$ cat config.mk
export PLATFORM = sky130hd
export DESIGN_NAME = mbss_sig_table
export DESIGN_NICKNAME = d
export VERILOG_FILES = /design/src/design/masked_byte_signature_scanner_macros.svh /design/src/design/mbss_pkg.sv /design/src/design/mbss_sig_table.sv
export SDC_FILE = /design/constraint.sdc
export NUM_CORES = 1
export LEC_CHECK = 0
export ABC_AREA = 1
export BUFFER_PORTS_ARGS = -buffer_cell sky130_fd_sc_hd__buf_2
export CORE_AREA = 5 5 465 467
export CTS_CLUSTER_DIAMETER = 30
export DETAILED_ROUTE_END_ITERATION = 10
export DIE_AREA = 0 0 470 472
export GPL_TIMING_DRIVEN = 0
export HOLD_SLACK_MARGIN = 0.03
export SLEW_MARGIN = 20
export SYNTH_ARGS = -nofsm -noshare
export SYNTH_HDL_FRONTEND = slang
export SYNTH_SLANG_ARGS = --single-unit
$ cat constraint.sdc
create_clock -name clock -period 1.78 [get_ports clock]
set_clock_uncertainty 0.15 [all_clocks]
set_input_delay 0.178 -clock clock [delete_from_list [all_inputs] [get_ports clock]]
set_output_delay 0.178 -clock clock [all_outputs]
set_load 0.005 [all_outputs]
$ cat src/design/masked_byte_signature_scanner_macros.svh
// Assertion macros for the masked byte signature scanner.
// No dependencies; included by the top level, which does the asserting.
`ifndef MASKED_BYTE_SIGNATURE_SCANNER_MACROS_SVH
`define MASKED_BYTE_SIGNATURE_SCANNER_MACROS_SVH

`ifndef SYNTH
// Plain property, checked at every rising clock edge outside reset.
`define MBSS_ASSERT(name, clk, rst, prop, msg) \
   name: assert property (@(posedge clk) disable iff (rst) (prop)) else $error(msg);
// Condition this cycle implies expression next cycle.
`define MBSS_ASSERT_NEXT(name, clk, rst, cond, expr, msg) \
   name: assert property (@(posedge clk) disable iff (rst) (cond) |=> (expr)) else $error(msg);
`else
`define MBSS_ASSERT(name, clk, rst, prop, msg)
`define MBSS_ASSERT_NEXT(name, clk, rst, cond, expr, msg)
`endif

`endif

$ cat src/design/mbss_pkg.sv
// Shared types, command codes and default sizes for the signature scanner.
// No dependencies; imported by the interfaces, the design modules and the testbench.
package mbss_pkg;

   localparam int DEF_NUM_SIGNATURES = 4;
   localparam int DEF_MAX_SIG_LEN    = 32;
   localparam int ADDR_W             = 48;

   // Command codes; code 3 is unused and does nothing
   localparam logic [1:0] CMD_SCAN     = 2'd0;
   localparam logic [1:0] CMD_SIG_BYTE = 2'd1;
   localparam logic [1:0] CMD_SIG_LEN  = 2'd2;

   typedef struct packed {
      logic [1:0]        cmd;
      logic [7:0]        data_byte;
      logic              care;
      logic [1:0]        pattern_index;
      logic [4:0]        byte_position;
      logic [5:0]        pattern_length;
      logic              region_start;
      logic [ADDR_W-1:0] byte_address;
   } req_word_type;

   typedef struct packed {
      logic [1:0]        match_pattern;
      logic [ADDR_W-1:0] match_address;
      logic [5:0]        match_length;
      logic              last;
   } rsp_word_type;

   // Signature table write request
   typedef struct packed {
      logic       byte_en;
      logic       len_en;
      logic [1:0] slot;
      logic [4:0] pos;
      logic [7:0] data;
      logic       care;
      logic [5:0] plen;
   } sig_wr_type;

   // History window control
   typedef struct packed {
      logic shift;
      logic region_start;
   } hist_ctl_type;

   // Hit queue status
   typedef struct packed {
      logic busy;
      logic free;
   } hq_status_type;

endpackage

$ cat src/design/mbss_sig_table.sv
// Signature table: bytes, care bits and lengths for every slot.
// Depends on mbss_pkg.
module mbss_sig_table #(
   parameter int NUM_SIGNATURES = mbss_pkg::DEF_NUM_SIGNATURES,
   parameter int MAX_SIG_LEN    = mbss_pkg::DEF_MAX_SIG_LEN,
   parameter int LEN_W          = $clog2(MAX_SIG_LEN + 1)
) (
   input  logic               clock,
   input  logic               reset,
   input  mbss_pkg::sig_wr_type wr,
   output logic [7:0]         sig_bytes [NUM_SIGNATURES][MAX_SIG_LEN],
   output logic               sig_care  [NUM_SIGNATURES][MAX_SIG_LEN],
   output logic [LEN_W-1:0]   sig_len   [NUM_SIGNATURES]
);
   import mbss_pkg::*;

   localparam int SLOT_W = (NUM_SIGNATURES > 1) ? $clog2(NUM_SIGNATURES) : 1;
   localparam int POS_W  = $clog2(MAX_SIG_LEN);

   logic [7:0]       bytes_ff [NUM_SIGNATURES][MAX_SIG_LEN];
   logic             care_ff  [NUM_SIGNATURES][MAX_SIG_LEN];
   logic [LEN_W-1:0] len_ff   [NUM_SIGNATURES];
   logic [LEN_W-1:0] len_in;
   logic [SLOT_W-1:0] wr_slot;
   logic [POS_W-1:0]  wr_pos;
   logic              slot_ok;
   logic              pos_ok;

   assign wr_slot = SLOT_W'(wr.slot);
   assign wr_pos  = POS_W'(wr.pos);
   assign slot_ok = int'(wr.slot) < NUM_SIGNATURES;
   assign pos_ok  = int'(wr.pos) < MAX_SIG_LEN;
   // oversized lengths saturate
   assign len_in  = (int'(wr.plen) > MAX_SIG_LEN) ? LEN_W'(MAX_SIG_LEN) : LEN_W'(wr.plen);

   always_ff @(posedge clock) begin
      if (reset) begin
         len_ff <= '{default: '0};
      end else if (wr.len_en && slot_ok) begin
         len_ff[wr_slot] <= len_in;
      end
   end

   always_ff @(posedge clock) begin
      if (wr.byte_en && slot_ok && pos_ok) begin
         bytes_ff[wr_slot][wr_pos] <= wr.data;
         care_ff[wr_slot][wr_pos]  <= wr.care;
      end
   end

   assign sig_bytes = bytes_ff;
   assign sig_care  = care_ff;
   assign sig_len   = len_ff;

endmodule

# After elaboration in Yosys (flattened, before gate mapping)
# Index checks and enable logic that the tools add are counted.
# word_totals
regBits	1176
input_bits	26
out_inout_bits	1176
elab_cells	283
# op_classes
n_lt_le_gt_ge	5
mux	14
bitwise	2
reduce_logical	2
# ops
op	n
bitwise mux 1024 bit	1
demux 256 bit (select 2 bit)	1
2-to-1 mux 256 bit	1
bitwise mux 128 bit	1
demux 32 bit (select 2 bit)	1
demux 8 bit (select 5 bit)	1
2-to-1 mux 32 bit	1
bitwise mux 24 bit	1
demux 6 bit (select 2 bit)	1
2-to-1 mux 6 bit	2
2-to-1 mux 8 bit	1
greater-or-equal comparator 6 bit (second input constant)	1
> comparator 6 bit (second input constant)	1
less-than comparator 6 x 1 -> 1 bit (second input constant)	1
inverter 5 -> 6 bit	1
demux 1 bit (select 5 bit)	1
greater-or-equal comparator 3 bit (second input constant)	1
less-than comparator 3 x 1 -> 1 bit (second input constant)	1
inverter 2 -> 3 bit	1
logical AND 1 bit	2
2-to-1 mux 1 bit	1

# Longest topological paths before layout
# depth
word_depth	8
ltp_mapped	7
depth_no_buf	6

# Worst setup path after synthesis
# No wires, ideal clock.
# synth_timing
kind	input to register
startpoint	input wr[17] (netlist bit)
endpoint	register bytes_ff (netlist bit sig_bytes[0]) (enable)
setup_time_ns	0.374
arrival_ns	1.128
required_ns	1.256
slack_ns	0.128
path_stages	4
n_path_buf	0
cell_sequence	inv_1 > nor3_1 > nand2_1 > nor2_1
# synth_rtl
element	line_no	text
from (decl)	mbss_sig_table.sv:10	input mbss_pkg::sig_wr_type wr,
to (signal, indexed assignment)	mbss_sig_table.sv:46	bytes_ff[wr_slot][wr_pos] <= wr.data;
to (decl)	mbss_sig_table.sv:20	logic [7:0] bytes_ff [NUM_SIGNATURES][MAX_SIG_LEN];

==> impl_metrics.py <==
metrics = {
    "grt": {
        "grt_overflow": 0,
        "grt_pass1_vias": 21624,
        "grt_pass1_wl_um": 193000,
        "grt_max_degree": 74,
        "antenna_found_initial": 17,
        "track_usage": 0.128,
    },
    "status": {
        "violations": "negative setup slack",
        "status": "finished, violations left",
    },
    "cells_and_area": {
        "final_util": 0.262,
        "drive_gt1_frac": 0.564,
        "final_nets": 2991,
        "instances_no_fill": 5982,
        "area_growth_pct": 52.6,
        "fill_cells": 21150,
    },
    "clocking": {
        "clk_pin_slew_ns": 0.05,
        "root_buffer": "clkbuf_16",
        "clock_path_buffers": 3,
        "clock_latency_ns": 0.78,
        "cts_tree": "built",
        "cts_buffers": 214,
        "cts_max_level": 4,
        "cts_sinks": 1176,
    },
    "route": {
        "drt_wl_total_um": 148000,
        "drtAntennaViolNets": 0,
        "vias": 21071,
        "vias_per_cell": 3.52,
        "drc": 0,
        "drt_first_pass_iters": 5,
        "first_iter_violations": 1489,
        "routed_wire_length_per_instance_um": 24.8,
    },
    "synth": {
        "seq_area_frac_synth": 0.968,
        "synthFlopType": "edfxtp_1",
        "netlist_top_cells_count": "edfxtp_1 (1152), nor2_1 (148), nand2_1 (44)",
        "synth.area.top_cells": "edfxtp_1 (95%), nor2_1 (1.5%), dfxtp_1 (1.3%), nand2_1 (0.46%), o21ai_0 (0.33%)",
        "ys_warn_count": 0,
        "synth_seq_cells": 1176,
        "avgSynthCellArea_um2": 24.8,
        "yosysMostFrequentCell": "edfxtp_1",
        "synth_area_leader_cell": "edfxtp_1",
        "netlist_instances": 1462,
        "ys_async_sr_fraction": 0,
        "netlist.area_leader.share": 0.955,
        "syn-num-nets": 1488,
        "synth_cell_types": 12,
        "synth_edf_count": 1152,
        "synthesis.area_mm2": 0.0362,
    },
    "placed_design": {
        "dp_slack_ns": -1.80,
        "gp_congestion": 0.743,
        "io_buffers": 1201,
        "hpwl_um": 107000,
        "dp.cells": 5531,
    },
    "setup_path": {
        "timing.rr.start": "sig_len[18]",
        "critPathRequiredTime_ns": 2.07,
        "cpPeakStageDelay_ns": 0.80,
        "critPathMaxFanout": 9,
        "critical_path_class": "in -> reg",
        "crit_slowest_cell": "nor2_2",
        "arrival_ns": 2.30,
        "reg2regPathDepth": 3,
        "r2r_slack_ns": 0.43,
        "worstPathCellList": "buf_2 > inv_1 > nor3_2 > nand2_1 > nor2_2",
        "start_kind": "input port",
        "r2r_end": "sig_len[18]",
        "cp-end-kind": "register",
    },
    "run": {
        "max-cap-violations": 0,
    },
    "timing": {
        "rsz0062_at_grt": "yes",
        "final-hold-violation-count": 0,
        "drv_slew": 0,
        "min_period_ns": 2.01,
        "setup_viol": 67,
        "relSlewSlack": 0.350,
        "layout_setup_ws_ns": -0.226,
        "fmax_mhz": 498,
        "final.setup.tns_ns": -5.08,
        "worst_pin_slew_ns": 0.973,
        "min_period_over_period": 1.13,
    },
    "power_and_ir_drop": {
        "power.density_mw_per_mm2": 1310,
        "p_leak_nw": 20.0,
        "irDropWorstVdd_v": 0.00108,
    },
    "die": {
        "design.die.area_mm2": 0.222,
        "core.rowCount": 169,
        "fp.dieW_um": 470,
        "core_region_area_mm2": 0.211,
        "start_util": 0.171,
        "fp.dieH_um": 472,
        "io_pins": 1202,
    },
    "hold_path": {
        "hold_depth": 4,
        "hp-class": "in -> reg",
        "min_to": "sig_care[50]",
        "worstHoldStart": "wr[19]",
    },
}
per-layer routing:
layer	track usage	share of wire	routed length [um]
met2	0.220	0.50	73900
met1	0.143	0.37	54900
met5	0	0.000088	13
met4	0.0422	0.027	4030
met3	0.0527	0.10	15200
cell type report:
type | instances | area, um2 | area share
antenna | 9 | 22.5 | 0.000407
buffer | 18 | 92.6 | 0.00167
clock buffer | 230 | 5450 | 0.0985
clock inverter | 173 | 1920 | 0.0348
inverter | 23 | 90.1 | 0.00163
multi-input combinational | 245 | 1650 | 0.0299
sequential | 1176 | 35100 | 0.634
tap | 2821 | 3530 | 0.0639
timing repair buffer | 1287 | 7450 | 0.135
critical path, delay by kind of cell:
kind | cells | cell delay (ns)
simple gates | 3 | 1.78
buf+inv | 2 | 0.32
state kept, by name (all words and copies together), names as in the netlist:
name	count
sig_bytes	1024
sig_care	128
sig_len	24
repair_timing:
action	4_1_cts	5_1_grt
hold buffers	30	1
setup endpoints to repair	889	333
buffers inserted	7	2
cloned	0	0
pin swaps	4	1
resized for setup	81	37
endpoints found under the hold margin	1176	7
cell usage in the layout, fill, tap and decap left out, drive strengths merged, types with 9 or more instances in the layout:
cell and instances:
o21ai 24, clkinv 88, buf 1272, dfxtp 24
nand2 44, clkbuf 233, diode 9, edfxtp 1152
inv 77, clkinvlp 16, bufinv 15, a21oi 20
nor2 148, dlygate4sd3 29
metrics by stage:
step                      hold slack [ns]  power (mW)  area, um2
after floorplan                     0.127        31.3      36200
after global placement              0.322        32.4      45800
after detailed placement            0.330        32.5      47000
after CTS                          -0.119        73.2      55100
after global routing             0.000692        74.7      55300
final                              0.0373        72.3      55300
worst max-delay path by stage:
stage	start	to	slack (ns)	depth (start not counted)
after floorplan	wr[17]	sig_bytes[0]	0.13	4
after global placement	wr[16]	sig_bytes[477]	-3.14	4
after detailed placement	wr[17]	sig_bytes[81]	-1.80	5
after CTS	sig_care[22]	sig_care[22]	-0.18	1
after global routing	wr[17]	sig_care[114]	-0.16	5
final	wr[17]	sig_care[64]	-0.23	5
kinds of logic (layout without fill, tap and decap cells):
kind of cell           count (synthesis)  after routing  synth area share
AND/OR/NAND/NOR                      201            201            0.0211
AO/OA/AOI/OAI                         44             44           0.00608
flip-flops                          1176           1176             0.968
other                                  0              9                 0
buffers and inverters                 41           1731           0.00459
report_power, final:
part	internal [mW]	total (mW)	leakage, nW	switching (mW)
Clock	25.0	40.3	3.56	15.3
Sequential	30.6	30.6	10.6	0.0369
Combinational	0.290	1.37	5.85	1.08
(Power assumes the default switching activity.)
