==> src/design/masked_byte_signature_scanner_macros.svh <==
// Assertion macros for the masked byte signature scanner.
// No dependencies; included by the top level, which does the asserting.
`ifndef MASKED_BYTE_SIGNATURE_SCANNER_MACROS_SVH
`define MASKED_BYTE_SIGNATURE_SCANNER_MACROS_SVH

`ifndef SYNTH
// Plain property, checked at every rising clock edge outside reset.
`define MBSS_ASSERT(name, clk, rst, prop, msg) \
   name: assert property (@(posedge clk) disable iff (rst) (prop)) else $error(msg);
// Condition this cycle implies expression next cycle.
`define MBSS_ASSERT_NEXT(name, clk, rst, cond, expr, msg) \
   name: assert property (@(posedge clk) disable iff (rst) (cond) |=> (expr)) else $error(msg);
`else
`define MBSS_ASSERT(name, clk, rst, prop, msg)
`define MBSS_ASSERT_NEXT(name, clk, rst, cond, expr, msg)
`endif

`endif

==> src/design/mbss_pkg.sv <==
// Shared types, command codes and default sizes for the signature scanner.
// No dependencies; imported by the interfaces, the design modules and the testbench.
package mbss_pkg;

   localparam int DEF_NUM_SIGNATURES = 4;
   localparam int DEF_MAX_SIG_LEN    = 32;
   localparam int ADDR_W             = 48;

   // Command codes; code 3 is unused and does nothing
   localparam logic [1:0] CMD_SCAN     = 2'd0;
   localparam logic [1:0] CMD_SIG_BYTE = 2'd1;
   localparam logic [1:0] CMD_SIG_LEN  = 2'd2;

   typedef struct packed {
      logic [1:0]        cmd;
      logic [7:0]        data_byte;
      logic              care;
      logic [1:0]        pattern_index;
      logic [4:0]        byte_position;
      logic [5:0]        pattern_length;
      logic              region_start;
      logic [ADDR_W-1:0] byte_address;
   } req_word_type;

   typedef struct packed {
      logic [1:0]        match_pattern;
      logic [ADDR_W-1:0] match_address;
      logic [5:0]        match_length;
      logic              last;
   } rsp_word_type;

   // Signature table write request
   typedef struct packed {
      logic       byte_en;
      logic       len_en;
      logic [1:0] slot;
      logic [4:0] pos;
      logic [7:0] data;
      logic       care;
      logic [5:0] plen;
   } sig_wr_type;

   // History window control
   typedef struct packed {
      logic shift;
      logic region_start;
   } hist_ctl_type;

   // Hit queue status
   typedef struct packed {
      logic busy;
      logic free;
   } hq_status_type;

endpackage

==> src/design/mbss_history.sv <==
// History shift line of past scanned bytes and the region byte count.
// Depends on mbss_pkg.
module mbss_history #(
   parameter int MAX_SIG_LEN = mbss_pkg::DEF_MAX_SIG_LEN,
   parameter int LEN_W       = $clog2(MAX_SIG_LEN + 1)
) (
   input  logic                   clock,
   input  logic                   reset,
   input  mbss_pkg::hist_ctl_type ctl,
   input  logic [7:0]             cur_byte,
   output logic [7:0]             hist [MAX_SIG_LEN-1],
   output logic [LEN_W-1:0]       seen_now
);
   import mbss_pkg::*;

   logic [7:0]       hist_ff [MAX_SIG_LEN-1];
   logic [LEN_W-1:0] seen_ff;

   // count including the byte now being scanned, saturating
   always_comb begin
      if (ctl.region_start) begin
         seen_now = LEN_W'(1);
      end else if (int'(seen_ff) < MAX_SIG_LEN) begin
         seen_now = seen_ff + LEN_W'(1);
      end else begin
         seen_now = seen_ff;
      end
   end

   always_ff @(posedge clock) begin
      if (reset) begin
         seen_ff <= '0;
      end else if (ctl.shift) begin
         seen_ff <= seen_now;
      end
   end

   always_ff @(posedge clock) begin
      if (ctl.shift) begin
         hist_ff[0] <= cur_byte;
         for (int i = 1; i < MAX_SIG_LEN - 1; i++) begin
            hist_ff[i] <= hist_ff[i-1];
         end
      end
   end

   assign hist = hist_ff;

endmodule

==> config.mk <==
export PLATFORM = sky130hd
export DESIGN_NAME = mbss_history
export DESIGN_NICKNAME = d
export VERILOG_FILES = /design/src/design/masked_byte_signature_scanner_macros.svh /design/src/design/mbss_pkg.sv /design/src/design/mbss_history.sv
export SDC_FILE = /design/constraint.sdc
export NUM_CORES = 1
export LEC_CHECK = 0
export ABC_CLOCK_PERIOD_IN_PS = 1460
export BUFFER_PORTS_ARGS = -buffer_cell sky130_fd_sc_hd__buf_2
export CORE_ASPECT_RATIO = 0.5
export CORE_UTILIZATION = 44
export DETAILED_ROUTE_END_ITERATION = 10
export PLACE_DENSITY_LB_ADDON = 0.1
export SLEW_MARGIN = 20
export SYNTH_ARGS = -nofsm -noshare
export SYNTH_HDL_FRONTEND = slang
export SYNTH_SLANG_ARGS = --single-unit
==> constraint.sdc <==
create_clock -name clock -period 1.46 [get_ports clock]
set_input_delay 0.219 -clock clock [delete_from_list [all_inputs] [get_ports clock]]
set_output_delay 0.219 -clock clock [all_outputs]
set_load 0.01 [all_outputs]
; ---- After elaboration in Yosys (flattened, before gate mapping)
; Cells that the tools add are included.
[totals]
rom_bits = 0
memories = 0
mem_bits_rw = 0
latchBits = 0
wordCells = 36
ff_bits = 254
[op_classes]
muxes = 2
div = 0
n_addsub = 1
n_eq_ne = 0
reduce_logical = 0
n_mul = 0
shifts = 0
bitwise_logic = 0
n_lt_le_gt_ge = 1
[ops]
columns = operator, count
row1 = two-way mux 6 bit, 2
row2 = adder 6 x 1 -> 6 bit (second input constant), 1
row3 = less-than comparator 6 bit (second input constant), 1

; ---- Longest topological paths before layout
; Gate-level depths: netlist (run 1).
[logic_depth]
word_depth = 3
mapped_depth = 4

; ---- Least setup slack after synthesis (run 1)
; No wires, ideal clock.
[synth_timing]
path_type = flip-flop to flip-flop
startpoint = reg seen_ff[0]
endpoint = reg seen_ff[4]
path_buffers = 0
arrival_ns = 1.297
stages_incl_launch_ff = 5
setup_slack_ns = 0.089
setup_ns = 0.074
path_cell_list = dfxtp_1 > ha_1 > nand4b_1 > or4b_1 > a31oi_1
[synth_via]
elab_chain_len = 3
elab_cells_between_ends = 4
classes_between = add/sub (1) / order compare (1) / mux (2)
[synth_lines]
columns = element, line_no
row1 = start: declaration, mbss_history.sv:17  ; logic [LEN_W-1:0] seen_ff;
row2 = start signal: assignment, mbss_history.sv:34  ; seen_ff <= seen_now;
row3 = adder 6 x 1 -> 6 bit or less-than comparator 6 bit (tied branches), "mbss_history.sv:24, mbss_history.sv:23"
row4 = two-way mux 6 bit (*), mbss_history.sv:23  ; end else if (int'(seen_ff) < MAX_SIG_LEN) begin
row5 = two-way mux 6 bit (*), mbss_history.sv:21  ; if (ctl.region_start) begin
; Mark *: on every way between the ends. The rest lies on a longest branch, timed or not.
; A chain may end at the register's enable or synchronous reset.

; ---- Worst setup path in the final report (run 1)
[layout_timing]
startpoint = reg seen_ff[5]
endpoint = out seen_now[2]
[layout_via]
elab_chain_len = 3
[layout_lines]
columns = element, line_no
row1 = less-than comparator 6 bit, mbss_history.sv:23
row2 = two-way mux 6 bit, mbss_history.sv:23
row3 = two-way mux 6 bit, mbss_history.sv:21
row4 = end: declaration, mbss_history.sv:12  ; output logic [LEN_W-1:0] seen_now
; No other way between the ends.

==> results.cfg, run 1 <==
[sta]
skew_ps = 5.37
rsz0062_at_grt = true
finalCriticalPeriod_ps = 1750
fin_tns_setup_ps = -1610
fin_crit_sh_pct = 120
fin_ws_ps = -291
hold_viol_final = 0
worst_pin_slew_ps = 327
maxSlewHeadroom_pct = 78.2
slew_viol_final = 0
finalSetupViolCount = 8
max_clock_freq_mhz = 571

[cts]
clock_latency_ps = 490
cts_tree = built
clk_path_buf_depth = 3
cts_root_buf = clkbuf_16
numCtsBuffers = 22
clock-sinks = 254
clk_pin_slew_ps = 70
cts_max_level = 1

[routing]
drt_drc_violations_left = 0
dr.pass1.iters = 5
routedWlPerCell_um = 17.4
vias = 3991
routed_via_density = 4.62
ant_nets = 0
totalWireLength_mm = 15.0
drtIter0Drc = 171

[place]
place_inst = 812
place.gp.congestion = 0.795
port_buffers = 265
hpwl_mm = 10.4
post_dp_cell_area_um2 = 9730

[pwr]
leakage_nw = 4.21
p_comb_share_pct = 5.6
ir_drop_mv = 0.984
seqPwrFrac_pct = 54.3
powerDensity_nw_per_um2 = 1490
clkPwrFrac_pct = 40.1
p_sw_share_pct = 20.0
p_sw_mw = 3.18
p_int_mw = 12.7

[yosys]
synth_cell_types = 23
ys_seq_elements = 254
syn_area_um2 = 7830
postSynthAreaPerCell_um2 = 26.8
yosys.area.top_type = edfxtp_1
ys_top_cells_by_area = edfxtp_1, dfxtp_1, nand2b_1
synth.top_cell.area_share_pct = 95.1
ys_seq_area_share_pct = 96.6
synth_cells = 292
syn-num-nets = 305
yosysWarnings = 0

[outcome]
violations = setup timing
run_status = finished with violations

[cells_and_area]
final_common_cell = buf_2
final_cell_mix = buf_2, edfxtp_1, clkbuf_16
syn_to_final_growth_pct = 36.4
drive_gt1_share_pct = 53.2
antenna_cells = 0
final_cell_area_um2 = 10700
fin_cells = 864
nets = 627

[setup_path]
required_ps = 1240
critPathLaunchType = flop
worstSetupEndpointType = primary output
path_max_fanout = 7
path_class = reg2out
crit_arrival_ps = 1530

[grt]
grt_usage_pct = 15.3
grt_max_degree = 63
grt-ovfl-total = 0
antenna_found_initial = 0
grt_pass1_wl_mm = 21.2
grt_pass1_vias = 3774

[die]
start_util_pct = 45.0
ios = 266
die-area_um2 = 18400
die_h_um = 96.3
core_area_um2 = 17400
rows = 34
die_width_um = 191

[job]
maxCapViolCount = 0

[hold_path]
min_path_type = in2reg
what timing repair did:
action                     CTS  global route
resized for setup            9             0
hold endpoints to repair    14             0
pin swaps                    5             4
setup endpoints to repair    6             8
buffers inserted             4             1
hold buffers                 9             0
gates cloned                 0             0
power by group through the flow:
stage	combinational, mW	clock, mW	sequential, mW
5_1_grt	0.966	6.82	8.70
6_report	0.897	6.39	8.65
3_3_place_gp	0.885	0	8.77
3_5_place_dp	0.888	0	8.81
4_1_cts	0.913	6.55	8.65
2_1_floorplan	0.0247	0	8.99
per-stage QoR:
| stage | power (mW) | util [%] | hold WS, ps | setup WS (ps) |
|---|---|---|---|---|
| 2_1_floorplan | 9.02 | - | 288 | 88.8 |
| 3_3_place_gp | 9.66 | 55.9 | 396 | 123 |
| 3_5_place_dp | 9.69 | 55.9 | 398 | 80.6 |
| 4_1_cts | 16.1 | 61.4 | 38.1 | -312 |
| 5_1_grt | 16.5 | 61.4 | 46.6 | -385 |
| 6_report | 15.9 | 61.4 | 51.7 | -291 |
area by class of cell:
cell class	count	area [µm²]
clock inverter	16	224
multi-input combinational	34	270
sequential	254	7570
inverter	1	3.75
fill	1301	6720
clock buffer	24	579
tap	234	293
timing repair buffer	301	1740
cell usage after synthesis:
cell      number
a211oi_1       1
and2b_2        1
o32ai_1        2
edfxtp_1     248
inv_1          1
or4b_1         2
nand2b_1       5
nor2_1         6
nand4b_1       2
buf_6          1
xnor2_1        1
and3_1         1
nand3_1        2
nand2_1        1
buf_2          1
dfxtp_1        6
ha_1           1
xor2_1         3
clkbuf_1       1
a311oi_1       1
a41oi_1        1
a31oi_1        3
mux2i_1        1
state kept, by name, indices dropped and copies added, names as in the netlist:
| name | count |
|---|---|
| seen_ff | 6 |
| hist | 248 |
critical path, stage by stage, from the launching register on:
cell	delay (ps)
dfxtp_2	430
and2b_2	260
xnor2_2	140
nor2_1	80
buf_2	130
layer usage:
layer | routed length (µm) | vias to the layer above | track usage [%]
met3 | 1600 | 25 | 7.11
met5 | 0 | - | 0
li1 | - | 1827 | -
met4 | 246 | 0 | 3.87
met1 | 6260 | 1973 | 19.4
met2 | 6900 | 166 | 24.1
path summary, 6_finish.rpt:
path | cells past startpoint | to | from | slack [ps]
setup / recovery | 4 | seen_now[2] | seen_ff[5]$_SDFFE_PP0P_ | -290
hold / removal | 2 | seen_ff[5]$_SDFFE_PP0P_ | ctl[0] | 50
setup reg to reg | 6 | seen_ff[3]$_SDFFE_PP0P_ | seen_ff[0]$_SDFFE_PP0P_ | -120
hold reg to reg | 0 | hist[131]$_DFFE_PP_ | hist[139]$_DFFE_PP_ | 440
kinds of logic (layout without fill, tap and decap cells):
group                      count (synthesis)  in the layout  share of synthesized area, %
DFF                                      254            254                          96.6
and+or+nand+nor                           20             20                          1.53
AOI/OAI and AO/OA                          8              8                         0.783
xor gates and xnor gates                   4              4                         0.448
buffers and inverters                      4            342                         0.303
adders and majority gates                  1              1                         0.160
muxes                                      1              1                         0.128
No activity file was read; power rests on OpenSTA's default activity.
==> inputs of run 2 (changes only) <==
CELL_PAD_IN_SITES_DETAIL_PLACEMENT = 0   (was default)
CELL_PAD_IN_SITES_GLOBAL_PLACEMENT = 1   (was default)
CORE_UTILIZATION = 38   (was 44)
==> results.cfg, run 2 (synthesized netlist as in run 1, its figures left out) <==
[outcome]
run_status = finished with violations
violations = setup timing

[routing]
totalWireLength_mm = 15.6
routedWlPerCell_um = 17.5
drt_drc_violations_left = 0
vias = 3988
ant_nets = 0
routed_via_density = 4.47
dr.pass1.iters = 4
drtIter0Drc = 181

[die]
ios = 266
die_h_um = 104
die-area_um2 = 21200
rows = 36
die_width_um = 205
core_area_um2 = 19800
start_util_pct = 39.5

[cts]
cts_root_buf = clkbuf_16
clk_path_buf_depth = 3
cts_max_level = 1
numCtsBuffers = 23
clock_latency_ps = 500
cts_tree = built
clock-sinks = 254
clk_pin_slew_ps = 60

[grt]
grt_usage_pct = 14.0
grt_max_degree = 59
grt_pass1_vias = 3863
antenna_found_initial = 0
use_met2_pct = 21.3
top_usage_layer = met2
gr-usage-met1_pct = 18.2
grt_pass1_wl_mm = 22.7
grt-ovfl-total = 0
use_met3_pct = 6.64

[sta]
skew_ps = 7.19
fin_ws_ps = -366
fin_tns_setup_ps = -1840
fin_crit_sh_pct = 125
finalCriticalPeriod_ps = 1830
slew_viol_final = 0
maxSlewHeadroom_pct = 78.8
max_clock_freq_mhz = 548
finalSetupViolCount = 8
rsz0062_at_grt = true
worst_pin_slew_ps = 317
hold_viol_final = 0

[hold_path]
min_path_type = in2reg

[setup_path]
crit_arrival_ps = 1610
critPathMaxStageDelay_ps = 360
cp_cell_sequence = ha_4, and2b_2, xnor2_2, nor2_1, buf_2
required_ps = 1240
worstSetupEndpointType = primary output
path_class = reg2out
slowest_stage = dfxtp_4
critPathLaunchType = flop
path_max_fanout = 2

[cells_and_area]
final_common_cell = buf_2
largest_reg_flops = 248
nets = 627
drive_gt1_share_pct = 53.1
final_cell_mix = buf_2, edfxtp_1, clkbuf_16
syn_to_final_growth_pct = 36.2
antenna_cells = 0

[place]
dpl_worst_slack_ps = 40.7
place.gp.congestion = 0.743
port_buffers = 265
hpwl_mm = 10.9

[job]
maxCapViolCount = 0

[pwr]
powerDensity_nw_per_um2 = 1450
leakage_nw = 4.16
power_mw = 15.4
ir_drop_mv = 0.673
## run 2: changes by cell type in the layout (fill, tap and decap cells not counted), moves of 2 or more
| cell | change |
|---|---|
| clkinvlp_4 | +2 |
| buf_6 | +2 |
| clkinv_2 | -3 |
| bufinv_16 | -3 |
| buf_4 | -3 |
## run 2: final timing paths
kind / startpoint / to / slack [ps] / cells after the start
worst max register to register: seen_ff[0]$_SDFFE_PP0P_ / seen_ff[4]$_SDFFE_PP0P_ / -60 / 5
worst min register to register: hist[61]$_DFFE_PP_ / hist[53]$_DFFE_PP_ / 440 / 0
worst min-delay path: ctl[1] / hist[243]$_DFFE_PP_ / 40 / 1
worst max-delay path: seen_ff[0]$_SDFFE_PP0P_ / seen_now[2] / -370 / 5
## run 2: area by class of cell
cell class / count / area (µm²)
fillers: 1615 / 9150
flip-flops and latches: 254 / 7570
repair buffers: 300 / 1740
clock buffers: 25 / 583
well taps: 266 / 333
multi-input cells: 34 / 287
clock inverters: 13 / 143
inverters: 1 / 3.75
## run 2: report_power, final
group	leakage, nW	internal, mW	total, mW	switching (mW)
registers	2.48	8.47	8.64	0.174
clock network	0.348	3.40	5.88	2.48
logic	1.33	0.358	0.905	0.547
total	4.16	12.2	15.4	3.20
## run 2: critical path: cells and delay by family, from the launching register on
| family | cells | cell delay [ps] |
|---|---|---|
| adders and majority gates | 1 | 160 |
| xor gates and xnor gates | 1 | 200 |
| DFF | 1 | 360 |
| buffers and inverters | 1 | 140 |
| and+or+nand+nor | 2 | 260 |
## run 2: timing repair
item,CTS,global route
resized for setup,11,4
pin swaps,10,10
buffers inserted,2,5
setup endpoints to repair,6,8
endpoints found under the hold margin,14,0
hold buffers,9,0
## run 2: layer usage
metal | part of all wire (%) | routed length (µm) | vias up
li1 | - | - | 1836
met5 | 0 | 0 | -
met2 | 45 | 7000 | 148
met3 | 11 | 1750 | 21
met4 | 1.8 | 276 | 0
met1 | 42 | 6600 | 1983
## run 2: metrics by stage
step / instances / util [%] / cell area (µm²) / hold WS, ps
global route: 893 / 53.8 / 10700 / 32.9
detailed placement: 840 / 49.1 / 9730 / 397
floorplan: 292 / - / 7830 / 288
finish: 893 / 53.8 / 10700 / 44.7
global placement: 840 / 49.1 / 9730 / 395
CTS: 889 / 53.5 / 10600 / 15.5
