File: config.mk
export PLATFORM = sky130hd
export DESIGN_NAME = mbss_hit_queue_flat
export DESIGN_NICKNAME = d
export VERILOG_FILES = /design/src/design/masked_byte_signature_scanner_macros.svh /design/src/design/mbss_pkg.sv /design/src/design/mbss_if.sv /design/src/design/mbss_hit_queue.sv /design/src/flat_wrapper.sv
export SDC_FILE = /design/constraint.sdc
export NUM_CORES = 1
export LEC_CHECK = 0
export BUFFER_PORTS_ARGS = -buffer_cell sky130_fd_sc_hd__buf_2
export CAP_MARGIN = 20
export CELL_PAD_IN_SITES_DETAIL_PLACEMENT = 1
export CELL_PAD_IN_SITES_GLOBAL_PLACEMENT = 1
export CORE_MARGIN = 2
export CORE_UTILIZATION = 25
export DETAILED_ROUTE_END_ITERATION = 8
export MAX_ROUTING_LAYER = met4
export PLACE_DENSITY_LB_ADDON = 0.1
export SKIP_LAST_GASP = 1
export SLEW_MARGIN = 20
export SYNTH_ARGS = -nofsm -noshare
export SYNTH_HDL_FRONTEND = slang
export SYNTH_SLANG_ARGS = --single-unit
File: constraint.sdc
create_clock -name clock -period 6.2 [get_ports clock]
set_clock_uncertainty 0.2 [all_clocks]
set_input_delay 1.24 -clock clock [delete_from_list [all_inputs] [get_ports clock]]
set_output_delay 1.24 -clock clock [all_outputs]
set_load 0.05 [all_outputs]
File: src/design/masked_byte_signature_scanner_macros.svh
// Assertion macros for the masked byte signature scanner.
// No dependencies; included by the top level, which does the asserting.
`ifndef MASKED_BYTE_SIGNATURE_SCANNER_MACROS_SVH
`define MASKED_BYTE_SIGNATURE_SCANNER_MACROS_SVH

`ifndef SYNTH
// Plain property, checked at every rising clock edge outside reset.
`define MBSS_ASSERT(name, clk, rst, prop, msg) \
   name: assert property (@(posedge clk) disable iff (rst) (prop)) else $error(msg);
// Condition this cycle implies expression next cycle.
`define MBSS_ASSERT_NEXT(name, clk, rst, cond, expr, msg) \
   name: assert property (@(posedge clk) disable iff (rst) (cond) |=> (expr)) else $error(msg);
`else
`define MBSS_ASSERT(name, clk, rst, prop, msg)
`define MBSS_ASSERT_NEXT(name, clk, rst, cond, expr, msg)
`endif

`endif

File: src/design/mbss_pkg.sv
// Shared types, command codes and default sizes for the signature scanner.
// No dependencies; imported by the interfaces, the design modules and the testbench.
package mbss_pkg;

   localparam int DEF_NUM_SIGNATURES = 4;
   localparam int DEF_MAX_SIG_LEN    = 32;
   localparam int ADDR_W             = 48;

   // Command codes; code 3 is unused and does nothing
   localparam logic [1:0] CMD_SCAN     = 2'd0;
   localparam logic [1:0] CMD_SIG_BYTE = 2'd1;
   localparam logic [1:0] CMD_SIG_LEN  = 2'd2;

   typedef struct packed {
      logic [1:0]        cmd;
      logic [7:0]        data_byte;
      logic              care;
      logic [1:0]        pattern_index;
      logic [4:0]        byte_position;
      logic [5:0]        pattern_length;
      logic              region_start;
      logic [ADDR_W-1:0] byte_address;
   } req_word_type;

   typedef struct packed {
      logic [1:0]        match_pattern;
      logic [ADDR_W-1:0] match_address;
      logic [5:0]        match_length;
      logic              last;
   } rsp_word_type;

   // Signature table write request
   typedef struct packed {
      logic       byte_en;
      logic       len_en;
      logic [1:0] slot;
      logic [4:0] pos;
      logic [7:0] data;
      logic       care;
      logic [5:0] plen;
   } sig_wr_type;

   // History window control
   typedef struct packed {
      logic shift;
      logic region_start;
   } hist_ctl_type;

   // Hit queue status
   typedef struct packed {
      logic busy;
      logic free;
   } hq_status_type;

endpackage

File: src/design/mbss_if.sv


interface mbss_rsp_if;
   import mbss_pkg::*;
   logic         valid;
   logic         ready;
   rsp_word_type word;
   modport source (output valid, output word, input ready);
   modport sink   (input valid, input word, output ready);
endinterface

File: src/design/mbss_hit_queue.sv
// Result register: holds one byte's hits and emits them lowest slot first.
// Depends on mbss_pkg and mbss_rsp_if.
module mbss_hit_queue #(
   parameter int NUM_SIGNATURES = mbss_pkg::DEF_NUM_SIGNATURES,
   parameter int MAX_SIG_LEN    = mbss_pkg::DEF_MAX_SIG_LEN,
   parameter int LEN_W          = $clog2(MAX_SIG_LEN + 1)
) (
   input  logic                          clock,
   input  logic                          reset,
   input  logic                          load,
   input  logic [NUM_SIGNATURES-1:0]     load_mask,
   input  logic [mbss_pkg::ADDR_W-1:0]   load_addr,
   input  logic [LEN_W-1:0]              load_lens [NUM_SIGNATURES],
   output mbss_pkg::hq_status_type       status,
   mbss_rsp_if.source                    rsp_chan
);
   import mbss_pkg::*;

   localparam int SLOT_W = (NUM_SIGNATURES > 1) ? $clog2(NUM_SIGNATURES) : 1;

   logic [NUM_SIGNATURES-1:0] mask_ff;
   logic [NUM_SIGNATURES-1:0] mask_in;
   logic [NUM_SIGNATURES-1:0] low_bit;
   logic [ADDR_W-1:0]         addr_ff;
   logic [LEN_W-1:0]          lens_ff [NUM_SIGNATURES];
   logic [SLOT_W-1:0]         sel;
   logic [LEN_W-1:0]          sel_len;
   logic                      last;
   logic                      take;

   // isolate lowest pending hit
   assign low_bit = mask_ff & (~mask_ff + NUM_SIGNATURES'(1));

   always_comb begin
      sel     = '0;
      sel_len = '0;
      for (int s = 0; s < NUM_SIGNATURES; s++) begin
         if (low_bit[s]) begin
            sel     = sel | SLOT_W'(s);
            sel_len = sel_len | lens_ff[s];
         end
      end
   end

   assign last = (mask_ff & ~low_bit) == '0;
   assign take = rsp_chan.valid && rsp_chan.ready;

   assign rsp_chan.valid              = |mask_ff;
   assign rsp_chan.word.match_pattern = 2'(sel);
   assign rsp_chan.word.match_address = addr_ff - ADDR_W'(sel_len - LEN_W'(1));
   assign rsp_chan.word.match_length  = 6'(sel_len);
   assign rsp_chan.word.last          = last;

   assign status.busy = |mask_ff;
   assign status.free = !rsp_chan.valid || (take && last);

   always_comb begin
      if (load) begin
         mask_in = load_mask;
      end else if (take) begin
         mask_in = mask_ff & ~low_bit;
      end else begin
         mask_in = mask_ff;
      end
   end

   always_ff @(posedge clock) begin
      if (reset) begin
         mask_ff <= '0;
      end else begin
         mask_ff <= mask_in;
      end
   end

   always_ff @(posedge clock) begin
      if (load) begin
         addr_ff <= load_addr;
         lens_ff <= load_lens;
      end
   end

endmodule

File: src/flat_wrapper.sv
// flat-port wrapper written by rule: the top's interface ports become plain ports
module mbss_hit_queue_flat import mbss_pkg::*;
#(
   parameter int NUM_SIGNATURES = mbss_pkg::DEF_NUM_SIGNATURES,
   parameter int MAX_SIG_LEN    = mbss_pkg::DEF_MAX_SIG_LEN,
   parameter int LEN_W          = $clog2(MAX_SIG_LEN + 1)
)
  (clock, reset, load, load_mask, load_addr, load_lens, status, rsp_chan_valid, rsp_chan_word, rsp_chan_ready);
  mbss_rsp_if rsp_chan_i ();
  input  logic clock;
  input  logic reset;
  input  logic load;
  input  logic [NUM_SIGNATURES-1:0] load_mask;
  input  logic [mbss_pkg::ADDR_W-1:0] load_addr;
  input  logic [LEN_W-1:0] load_lens[NUM_SIGNATURES];
  output mbss_pkg::hq_status_type status;
  output wire logic [$bits(rsp_chan_i.valid)-1:0] rsp_chan_valid;
  output wire logic [$bits(rsp_chan_i.word)-1:0] rsp_chan_word;
  input wire logic [$bits(rsp_chan_i.ready)-1:0] rsp_chan_ready;
  assign rsp_chan_valid = rsp_chan_i.valid;
  assign rsp_chan_word = rsp_chan_i.word;
  assign rsp_chan_i.ready = rsp_chan_ready;
  mbss_hit_queue #(.NUM_SIGNATURES(NUM_SIGNATURES), .MAX_SIG_LEN(MAX_SIG_LEN), .LEN_W(LEN_W)) u_core (.clock(clock), .reset(reset), .load(load), .load_mask(load_mask), .load_addr(load_addr), .load_lens(load_lens), .status(status), .rsp_chan(rsp_chan_i));
endmodule
# After elaboration in Yosys (flattened, before gate mapping)

Cells that the tools add are included.
Widths: inputs -> output; s select.

Register bits after elaboration: 76
Bits of input ports: 80
Output and inout bits: 60

Add/sub/neg operators: 3
Muxes and demuxes: 9
Bitwise gates (word level): 7
Reduce and logical (&&, ||, !) cells: 7

Operators with widths:

| kind                | number |
|---|---|
| $sub 48x48->48      | 1 |
| $mux 6              | 4 |
| $or 6x6->6          | 3 |
| $and 4x4->4         | 2 |
| $mux 4              | 2 |
| $not 4->4           | 2 |
| $sub 6x1->7 const B | 1 |
| $add 4x1->4 const B | 1 |
| $logic_not 4->1     | 1 |
| $mux 2              | 2 |
| $reduce_or 4->1     | 1 |
| $logic_and 1x1->1   | 2 |
| $reduce_bool 2->1   | 1 |
| $logic_not 1->1     | 1 |
| $logic_or 1x1->1    | 1 |
| $mux 1              | 1 |

# Logic depth before layout (Yosys ltp)

Depth in word-level cells: 12
Mapped depth: 17
Mapped depth without buffers: 17

# Worst setup path before layout

OpenSTA, ideal clock, no wires.

Path type: flip-flop to output port
From: reg u_core.mask_ff[2]
To: out rsp_chan_word[43]
Arrival time: 5653 ps
Data required time: 4760 ps
Setup slack: -893 ps
Cell stages (with the launch flop): 16
Buffers on the path: 0
Cells stage by stage: dfxtp_1 nor2b_1 a22oi_1 o211ai_1 nor2_1 nand2_1 or3_1 ha_1 a21o_1 a21o_1 a221o_1 a31o_4 a21o_4 a221oi_4 o21ai_0 xor2_1

Word-level cells in the longest chain between the ends: 8

RTL lines:

| element                | line                 | source |
|---|---|---|
| start, declared        | mbss_hit_queue.sv:21 | `logic [NUM_SIGNATURES-1:0] mask_ff;` |
| start signal, assigned | mbss_hit_queue.sv:71 | `mask_ff <= mask_in;` |
| $not 4->4              | mbss_hit_queue.sv:32 | `assign low_bit = mask_ff & (~mask_ff + NUM_SIGNATURES'(1));` |
| $add 4x1->4            | mbss_hit_queue.sv:32 |  |
| $and 4x4->4 *          | mbss_hit_queue.sv:32 |  |
| $mux 6                 | mbss_hit_queue.sv:38 | `if (low_bit[s]) begin` |
| $or 6x6->6             | mbss_hit_queue.sv:40 | `sel_len = sel_len \| lens_ff[s];` |
| $mux 6 *               | mbss_hit_queue.sv:38 |  |
| net rsp_chan_word[3]   | flat_wrapper.sv:18   | `output wire logic [$bits(rsp_chan_i.word)-1:0] rsp_chan_word;` |
| $sub 6x1->7 *          | mbss_hit_queue.sv:50 | `assign rsp_chan.word.match_address = addr_ff - ADDR_W'(sel_len - LEN_W'(1));` |
| $sub 48x48->48 *       | mbss_hit_queue.sv:50 |  |
| end, declared          | flat_wrapper.sv:18   |  |

Mark *: on every way through the listed nets, which the timed path passes. The rest lies on a longest branch.

# Worst setup path in the final report

From: reg u_core.mask_ff[2]
To: out rsp_chan_word[52]

Word-level cells in the longest chain between the ends: 8

RTL lines:

| element          | line |
|---|---|
| $not 4->4        | mbss_hit_queue.sv:32 |
| $add 4x1->4      | mbss_hit_queue.sv:32 |
| $and 4x4->4 *    | mbss_hit_queue.sv:32 |
| $mux 6           | mbss_hit_queue.sv:38 |
| $or 6x6->6       | mbss_hit_queue.sv:40 |
| $mux 6 *         | mbss_hit_queue.sv:38 |
| $sub 6x1->7 *    | mbss_hit_queue.sv:50 |
| $sub 48x48->48 * | mbss_hit_queue.sv:50 |

Mark *: on every way between the ends. The rest lies on a longest branch, timed or not.

==> impl_results.md <==
- Final hold slack: ~0.38 ns
- Crit path launch type: flip-flop
- Avg Synthesized Cell Area: about 9.9 um2
- Drt drc: 0
- Register area: between 2000 and 2500 um2
- HP Class: reg -> reg
- HPWL after DPL: about 14000 um
- Multi-input gate area: around 3400 um2
- Layout area overhead: 34.30%
- CTS Buf Count: 9
- Clock latency on the worst-skew pair: between 0.3 and 0.4 ns
- Routed WL per cell: around 18 um
- Hold-fix buffers at CTS: 0
- Post-synthesis register bit count: between 70 and 80
- Total Wirelength: between 15000 and 20000 um
- Achievable Freq: 0.1661 GHz
- Core Box Area: about 22000 um2
- Vias in the first global route: just over 5000
- CTS clk-pin slew, worst paths: about 0.060 ns
- Ports: 140
- Global-route usage over all layers: 0.1582
- Share of the synthesized area in the top cell type: 0.3960
- First-pass iteration count of the detailed router: 4
- Async SR Flop Fraction: 0
- Crit Path Class: reg -> out
- Fin. max-slew vios: 0
- Rel. slew slack: 0.3032
- Initial Utilization: 0.2525
- # rows: 54
- Comb power frac: 0.654
- Routability congestion estimate: approximately 0.91
- Syn Nets: 683
- Via Count: 4790
- Switching power: 1.739 mW
- Number of fill cells in the layout: 2487
- Yosys cell types: 56
- Number of routed nets with antenna violations: 0
- Internal: roughly 1.6 mW
- Area leader, netlist: edfxtp_1
- Worst VDD drop: ~130 uV
- CP Data Arrival Time: between 4 and 5 ns
- # clock sinks: 76
- P_leak: 3.039 nW
- CTS tree: yes
- Sw Ratio: 0.5279
- Die Ht: 151.8 um
- Synth Instances: between 500 and 600
- Register area share after synthesis: 0.4106
- Global route overflow: 0
- Final Hold Vio Count: 0
- Via density: roughly 4.8
- Bufs on Longest Clock Path: 2
- PwrDens: ~450 nW/um2
- Largest net degree at the start of global routing: between 70 and 80
- Period utilisation layout: 0.9710
- Crit end category: output pin
- Die span in x: about 150 um
- Worst slack, placed: -0.01307 ns
- Post-route design area: around 7300 um2
- Full die area: 23040 um2
- 1st-iter DRT viols: between 150 and 200
- Top cells by area, synth: edfxtp_1 (40%), ha_1 (11%), a21oi_1 (5.8%)
- Tot Pwr: about 3.3 mW
- Final net count: 840
- Total of warnings raised by yosys: 0
- Synth cell count leaders: edfxtp_1 (72), a21oi_1 (63), ha_1 (48), nor2_1 (44), nand2_1 (43)
- Clk root buf: clkbuf_16
- DP Area: around 6700 um2
- I/O Buffers: 139
- First-pass GRT wire length: 27070 um
- Final Critical Period: 6.020 ns
- Max Cap Violations: 0
- H-tree Lvls: 3
- Layout cell share with drive strength beyond 1: 0.3561
- Status: finished clean
- Clk pwr share: 0.156
- Final setup viols: 0
- WP data required: roughly 4.8 ns
- Number of synthesized flops with an enable pin: approximately 70
- Dominant synthesized flop cell: edfxtp_1
- Worst-margin pin slew: 1.045 ns
- Count leader, synth: edfxtp_1
- Initial antenna violation count: 5
- Sequential power share: 0.190
- Post-Syn Area: between 5000 and 6000 um2
- Final Worst Setup Slack: around 0.18 ns
- Worst Path Max Fanout: 25
## cell usage in the layout (no fill, tap or decap), drive strengths merged, types with 3 or more instances in the layout
cell type,n
o211ai,6
nor2,44
clkinvlp,3
nand4,17
a211o,3
o21bai,12
dfxtp,4
nor2b,3
a221o,4
nand3,8
o21a,3
and3,4
o41ai,3
xor2,20
o21ai,24
nor3,7
xnor2,29
o31ai,6
ha,48
nand2,43
clkbuf,17
a21oi,63
inv,23
a22oi,6
diode,5
and2,4
or3,4
a221oi,5
buf,162
edfxtp,72
a21o,37
## per-layer routing
metal  wire (um)  vias up  share of wire  global-route usage
met1        8408     2259           0.47              0.2034
met4         212        0          0.012             0.03981
met5           0        -              0                   -
met2        8362      122           0.47              0.2509
met3         958       13          0.053             0.03862
li1            -     2396              -                   -
## critical path, cell delays in order, from the launching register on
cell,delay (ns)
dfxtp_2,0.35
nor2b_2,0.20
a22oi_2,0.15
nor2_1,0.07
a221oi_2,0.24
ha_2,0.26
nand2_2,0.10
or3_4,0.50
buf_6,0.23
ha_1,0.34
a21oi_1,0.22
o21ai_0,0.18
a221o_1,0.37
a21oi_2,0.18
o31ai_2,0.09
a31oi_4,0.24
o31ai_2,0.12
xor2_2,0.15
clkbuf_4,0.22
## cell families (layout without fill, tap and decap cells)
logic type,after synthesis,count (layout),share of synthesized area
compound gates,188,188,0.2356
simple gates,144,145,0.1249
flops,76,76,0.4106
fa+ha+maj,50,50,0.1155
xor+xnor,49,49,0.07860
buf+inv,46,207,0.03300
mux,1,1,0.001833
other cells,0,5,0
## layout make-up
class                      instances  share of cell area
sequential                        76              0.3066
timing repair buffer             169              0.1329
tap                              280             0.04777
inverter                          22             0.01126
clock inverter                     6            0.006654
clock buffer                      10             0.03122
antenna                            5            0.001706
multi-input combinational        433              0.4619
## through the flow
stage / instances / TNS (ns) / utilization
6_report: 1001 / 0 / 0.3392
2_1_floorplan: 554 / 0 / -
5_1_grt: 1001 / -0.1624 / 0.3392
3_3_place_gp: 972 / 0 / 0.3084
4_1_cts: 989 / -0.004586 / 0.3258
3_5_place_dp: 972 / -0.01307 / 0.3084
## what timing repair did
item                                    4_1_cts  5_1_grt
pin swaps                                     1       10
gates cloned                                  0        1
setup buffers                                 1        6
endpoints found under the setup margin       25       27
gates resized for setup                      22       64
## worst paths after layout
path                     start                 to  slack, ns  cells past startpoint
max          u_core.mask_ff[2]  rsp_chan_word[52]       0.18                     18
min          u_core.mask_ff[3]  u_core.mask_ff[3]       0.38                      2
max reg2reg  u_core.mask_ff[0]  u_core.mask_ff[3]       4.82                      3
min reg2reg  u_core.mask_ff[3]  u_core.mask_ff[3]       0.38                      2
## sequential cells by signal, indices dropped and copies added, names as in the netlist
signal	cells
u_core.lens_ff	24
u_core.mask_ff	4
u_core.addr_ff	48
## power by group through the flow
| stage | Combinational [mW] | Clock (mW) | Sequential [mW] |
|---|---|---|---|
| global route | 2.32 | 0.551 | 0.629 |
| CTS | 2.08 | 0.534 | 0.625 |
| detailed placement | 2.04 | 0 | 0.635 |
| floorplan | 1.52 | 0 | 0.627 |
| finish | 2.15 | 0.514 | 0.626 |
| global placement | 2.02 | 0 | 0.636 |
No activity file was read; power rests on OpenSTA's default activity.
